[config.mk]
export PLATFORM = sky130hd
export DESIGN_NAME = itm_cell
export DESIGN_NICKNAME = d
export VERILOG_FILES = /design/src/rtl/itm_pkg.sv /design/src/rtl/itm_cell.sv
export SDC_FILE = /design/constraint.sdc
export NUM_CORES = 1
export LEC_CHECK = 0
export BUFFER_PORTS_ARGS = -buffer_cell sky130_fd_sc_hd__buf_4
export CAP_MARGIN = 5
export CORE_MARGIN = 2
export CORE_UTILIZATION = 53
export CTS_CLUSTER_SIZE = 28
export DETAILED_ROUTE_END_ITERATION = 16
export PLACE_DENSITY = 0.88
export SYNTH_ARGS = -nofsm -noshare
export SYNTH_HDL_FRONTEND = slang
export SYNTH_SLANG_ARGS = --single-unit
export TNS_END_PERCENT = 20
[constraint.sdc]
create_clock -name clk -period 4.55 [get_ports clk]
set_input_delay 0.6825 -clock clk [delete_from_list [all_inputs] [get_ports clk]]
set_output_delay 0.6825 -clock clk [all_outputs]
set_load 0.01 [all_outputs]
[src/rtl/itm_pkg.sv]
package itm_pkg;

  localparam logic [2:0] ACT_ADD       = 3'd0;
  localparam logic [2:0] ACT_REMOVE    = 3'd1;
  localparam logic [2:0] ACT_CLEAR     = 3'd2;
  localparam logic [2:0] ACT_SET_LEFT  = 3'd3;
  localparam logic [2:0] ACT_SET_RIGHT = 3'd4;
  localparam logic [2:0] ACT_QUERY     = 3'd5;

  localparam logic [2:0] EV_ADDED    = 3'd0;
  localparam logic [2:0] EV_REMOVED  = 3'd1;
  localparam logic [2:0] EV_MODIFIED = 3'd2;
  localparam logic [2:0] EV_QUERY    = 3'd3;
  localparam logic [2:0] EV_FULL     = 3'd4;

  localparam int MAX_RESULTS = 16;

  typedef struct packed {
    logic shift_en;
    logic wr_s;
    logic wr_f;
  } cell_ctl_t;

  typedef struct packed {
    logic contain;
    logic swallowed;
    logic lt_hit;
    logic rt_hit;
    logic q_hit;
  } cell_flags_t;

  typedef enum logic [9:0] {
    ST_IDLE    = 10'b0000000001,
    ST_DEC     = 10'b0000000010,
    ST_ACHK    = 10'b0000000100,
    ST_ADROP   = 10'b0000001000,
    ST_AMERGE  = 10'b0000010000,
    ST_ADROPRT = 10'b0000100000,
    ST_SCAN    = 10'b0001000000,
    ST_SDEC    = 10'b0010000000,
    ST_CLR     = 10'b0100000000,
    ST_EMIT    = 10'b1000000000
  } state_t;

endpackage

[src/rtl/itm_cell.sv]
module itm_cell #(
  parameter int PW  = 24,
  parameter int IW  = 4,
  parameter int CW  = 5,
  parameter int IDX = 0
) (
  input  logic              clk,
  input  itm_pkg::cell_ctl_t ctl,
  input  logic [IW-1:0]     shift_at,
  input  logic [IW-1:0]     wr_at,
  input  logic [PW-1:0]     wr_s_val,
  input  logic [PW-1:0]     wr_f_val,
  input  logic [PW-1:0]     s_in,
  input  logic [PW-1:0]     f_in,
  input  logic [PW-1:0]     b,
  input  logic [PW-1:0]     e,
  input  logic [PW-1:0]     pos,
  input  logic [CW-1:0]     count,
  output logic [PW-1:0]     s,
  output logic [PW-1:0]     f,
  output itm_pkg::cell_flags_t flags
);
  import itm_pkg::*;

  logic valid;
  logic here;

  assign valid = CW'(IDX) < count;
  assign here  = wr_at == IW'(IDX);

  always_ff @(posedge clk) begin
    if (ctl.shift_en && IW'(IDX) >= shift_at) begin
      s <= s_in;
      f <= f_in;
    end else begin
      if (ctl.wr_s && here) s <= wr_s_val;
      if (ctl.wr_f && here) f <= wr_f_val;
    end
  end

  assign flags.contain   = valid && s <= b && e <= f;
  assign flags.swallowed = valid && b < s && f < e;
  assign flags.lt_hit    = valid && s <= b && b <= f;
  assign flags.rt_hit    = valid && s <= e && e <= f;
  assign flags.q_hit     = valid && s < pos && pos < f;

endmodule

==> flow_summary.ini <==
[outcome]
status = finished, final reports clean

[synthesis]
synth_cell_types = 42
ys_ff_latch = 48
synthTopCellsByCount = ha_1, inv_1, a21oi_1, edfxtp_1, mux2_2
synth_area_leaders = ha_1, edfxtp_1, mux2_2
synth_area_leader_cell = ha_1
synth-simple-area-share_pct = 10.9
yosys.area.top_type_share_pct = 32.5
ys.flop_type = edfxtp_1
synth.yosys.warnings = 0
synth_xor_area_share_pct = 0
yosys-mux-area-fraction_pct = 9.90
synth.most_common_cell = ha_1
synthCells = 572
syn_area_sq_um = 5460
synth_top_family_by_area = adder cells
avgSynthCellArea_sq_um = 9.55
syn_nets = 899
synth_compound_area_share_pct = 13.2
synth-edff-count = 48
yosysSeqAreaShare_pct = 26.4
synth_adder_area_share_pct = 32.5
synth_async_sr_flop_share_pct = 0

[place]
place_hpwl_mm = 14.4
postPlaceCellArea_sq_um = 7400
io_buffers = 237
place.gp.congestion = 0.955

[critical_path]
start_kind = register
critPathKind = reg2out
critPathMaxFanout = 3
path_cells = inv_1, ha_1, a211o_1, a31oi_1, o41ai_1, a21o_1, a311o_1, nor4_1, buf_4
required_ns = 3.87
slowest_delay_ns = 0.41
arrival_ns = 2.92
crit_slowest_cell = edfxtp_1
critPathCaptureType = output pin

[cts]
cts.sink_count = 48
clk_pin_slew_ns = 0.10
cts_setup_buffers = 0
cts-buffers-inserted = 5
cts_tree = built
cts_hold_buf = 0
cts_buffer_depth = 2
cts_resized = 0
ctsRootBufferMaster = clkbuf_8
ctsHtreeMaxLevel = 2

[drt]
ant_nets = 0
dr_total_vias = 5382
viasPerCell = 5.68
avgRoutedWirePerCell_microns = 17.9
drt_pre_antenna_iters = 7
routed_wl_mm = 16.9
drc_errors = 0
drt_iter0_drc = 222

[sta]
hold_violations = 0
fmax_mhz = 278
finalCritPeriodShare_pct = 79.2
rsz0062_at_grt = false
slew_violations = 0
maxSlewHeadroom_pct = 20.6
tightest_slew_ns = 1.19
whs_ns = 0.648
setup_tns_ns = 0
setup_viol = 0
period_needed_ns = 3.60

[global_routing]
use_met1_pct = 35.8
use_met2_pct = 53.2
use_met3_pct = 4.51
grt_usage_pct = 29.9
antenna_found_initial = 0
grt_pass1_wl_mm = 26.3
grt_overflow = 0
top_usage_layer = met2
grt_pass1_vias = 5584
grt_max_degree = 51

[floorplanning]
rows = 37
dieHeight_microns = 106
core-area_sq_um = 10200
dieArea_sq_um = 11100
ios = 238
start_util_pct = 53.6
dieWidth_microns = 106

[final_layout]
n_antenna_cell = 0
drive_above_1_share_pct = 36.6
finalInstanceArea_sq_um = 7530
post-route-util_pct = 73.9
num-nets-final = 1139
fillers = 753
synthToLayoutAreaGrowth_pct = 37.8

[power]
power.static_leakage_uw = 0.00389
pwr_density_cell_nw_per_um2 = 182
vdd_drop_max_mv = 0.154

[worst_hold_path]
hp-class = in2reg

[flow_run]
cap_violations = 0
==> path summary, 6_finish.rpt <==
| check | cells past startpoint | to | startpoint |
|---|---|---|---|
| setup / recovery | 9 | flags[0] | f[2]$_DFFE_PP_ |
| hold / removal | 2 | s[22]$_DFFE_PP_ | wr_s_val[22] |
==> cell families (layout without fill, tap and decap cells) <==
family                     count (synthesis)  in the layout
adders and majority gates                142            142
AOI/OAI and AO/OA                        121            121
and+or+nand+nor                          112            112
buffers and inverters                    101            341
muxes                                     48             48
DFF                                       48             48
==> layout make-up <==
class	instances	area [sq um]	share of cell area, %
well taps	136	170	2.26
clock buffers	5	68.8	0.914
repair buffers	238	1790	23.7
flip-flops and latches	48	1440	19.1
clock inverters	2	60.1	0.798
multi-input cells	423	3640	48.4
inverters	96	360	4.79
==> routing by layer <==
metal | wire (microns) | up-vias
li1 | - | 2591
met1 | 6870 | 2477
met2 | 8250 | 257
met3 | 1120 | 57
met4 | 686 | 0
met5 | 0 | -
==> stage by stage <==
step	worst slack, ns	cells	total power, uW
floorplan	1.48	572	752
global route	0.862	948	1430
global placement	1.08	941	970
detailed placement	1.05	941	991
finish	0.948	948	1370
CTS	1.00	948	1370
==> layout by cell type, fill, tap and decap left out, drive strengths merged, types with 5 or more instances in the layout <==
cell / n
mux2: 48
inv: 96
clkbuf: 5
nand4: 29
nor2b: 6
nor2: 17
a21o: 14
nand2: 29
ha: 142
o211ai: 5
edfxtp: 48
nor4: 7
a21oi: 61
o21ai: 19
nand3: 10
buf: 238
==> where the power goes <==
part           internal [uW]  leakage [uW]  total [uW]  switching (uW)
registers                507      0.000436         525            17.9
clock network            217     0.0000642         380             163
logic                    251       0.00339         462             212
total                    974       0.00389        1370             393
==> worst max-delay path, delay by kind of cell (launching register included) <==
kind	cells	cell delay, ns
buffers and inverters	2	0.33
adders and majority gates	1	0.26
DFF	1	0.41
AOI/OAI and AO/OA	5	1.33
and+or+nand+nor	1	0.28
==> registers in the layout, summed over array words and instances (netlist names) <==
signal  count
f          24
s          24
(Power assumes the default switching activity.)
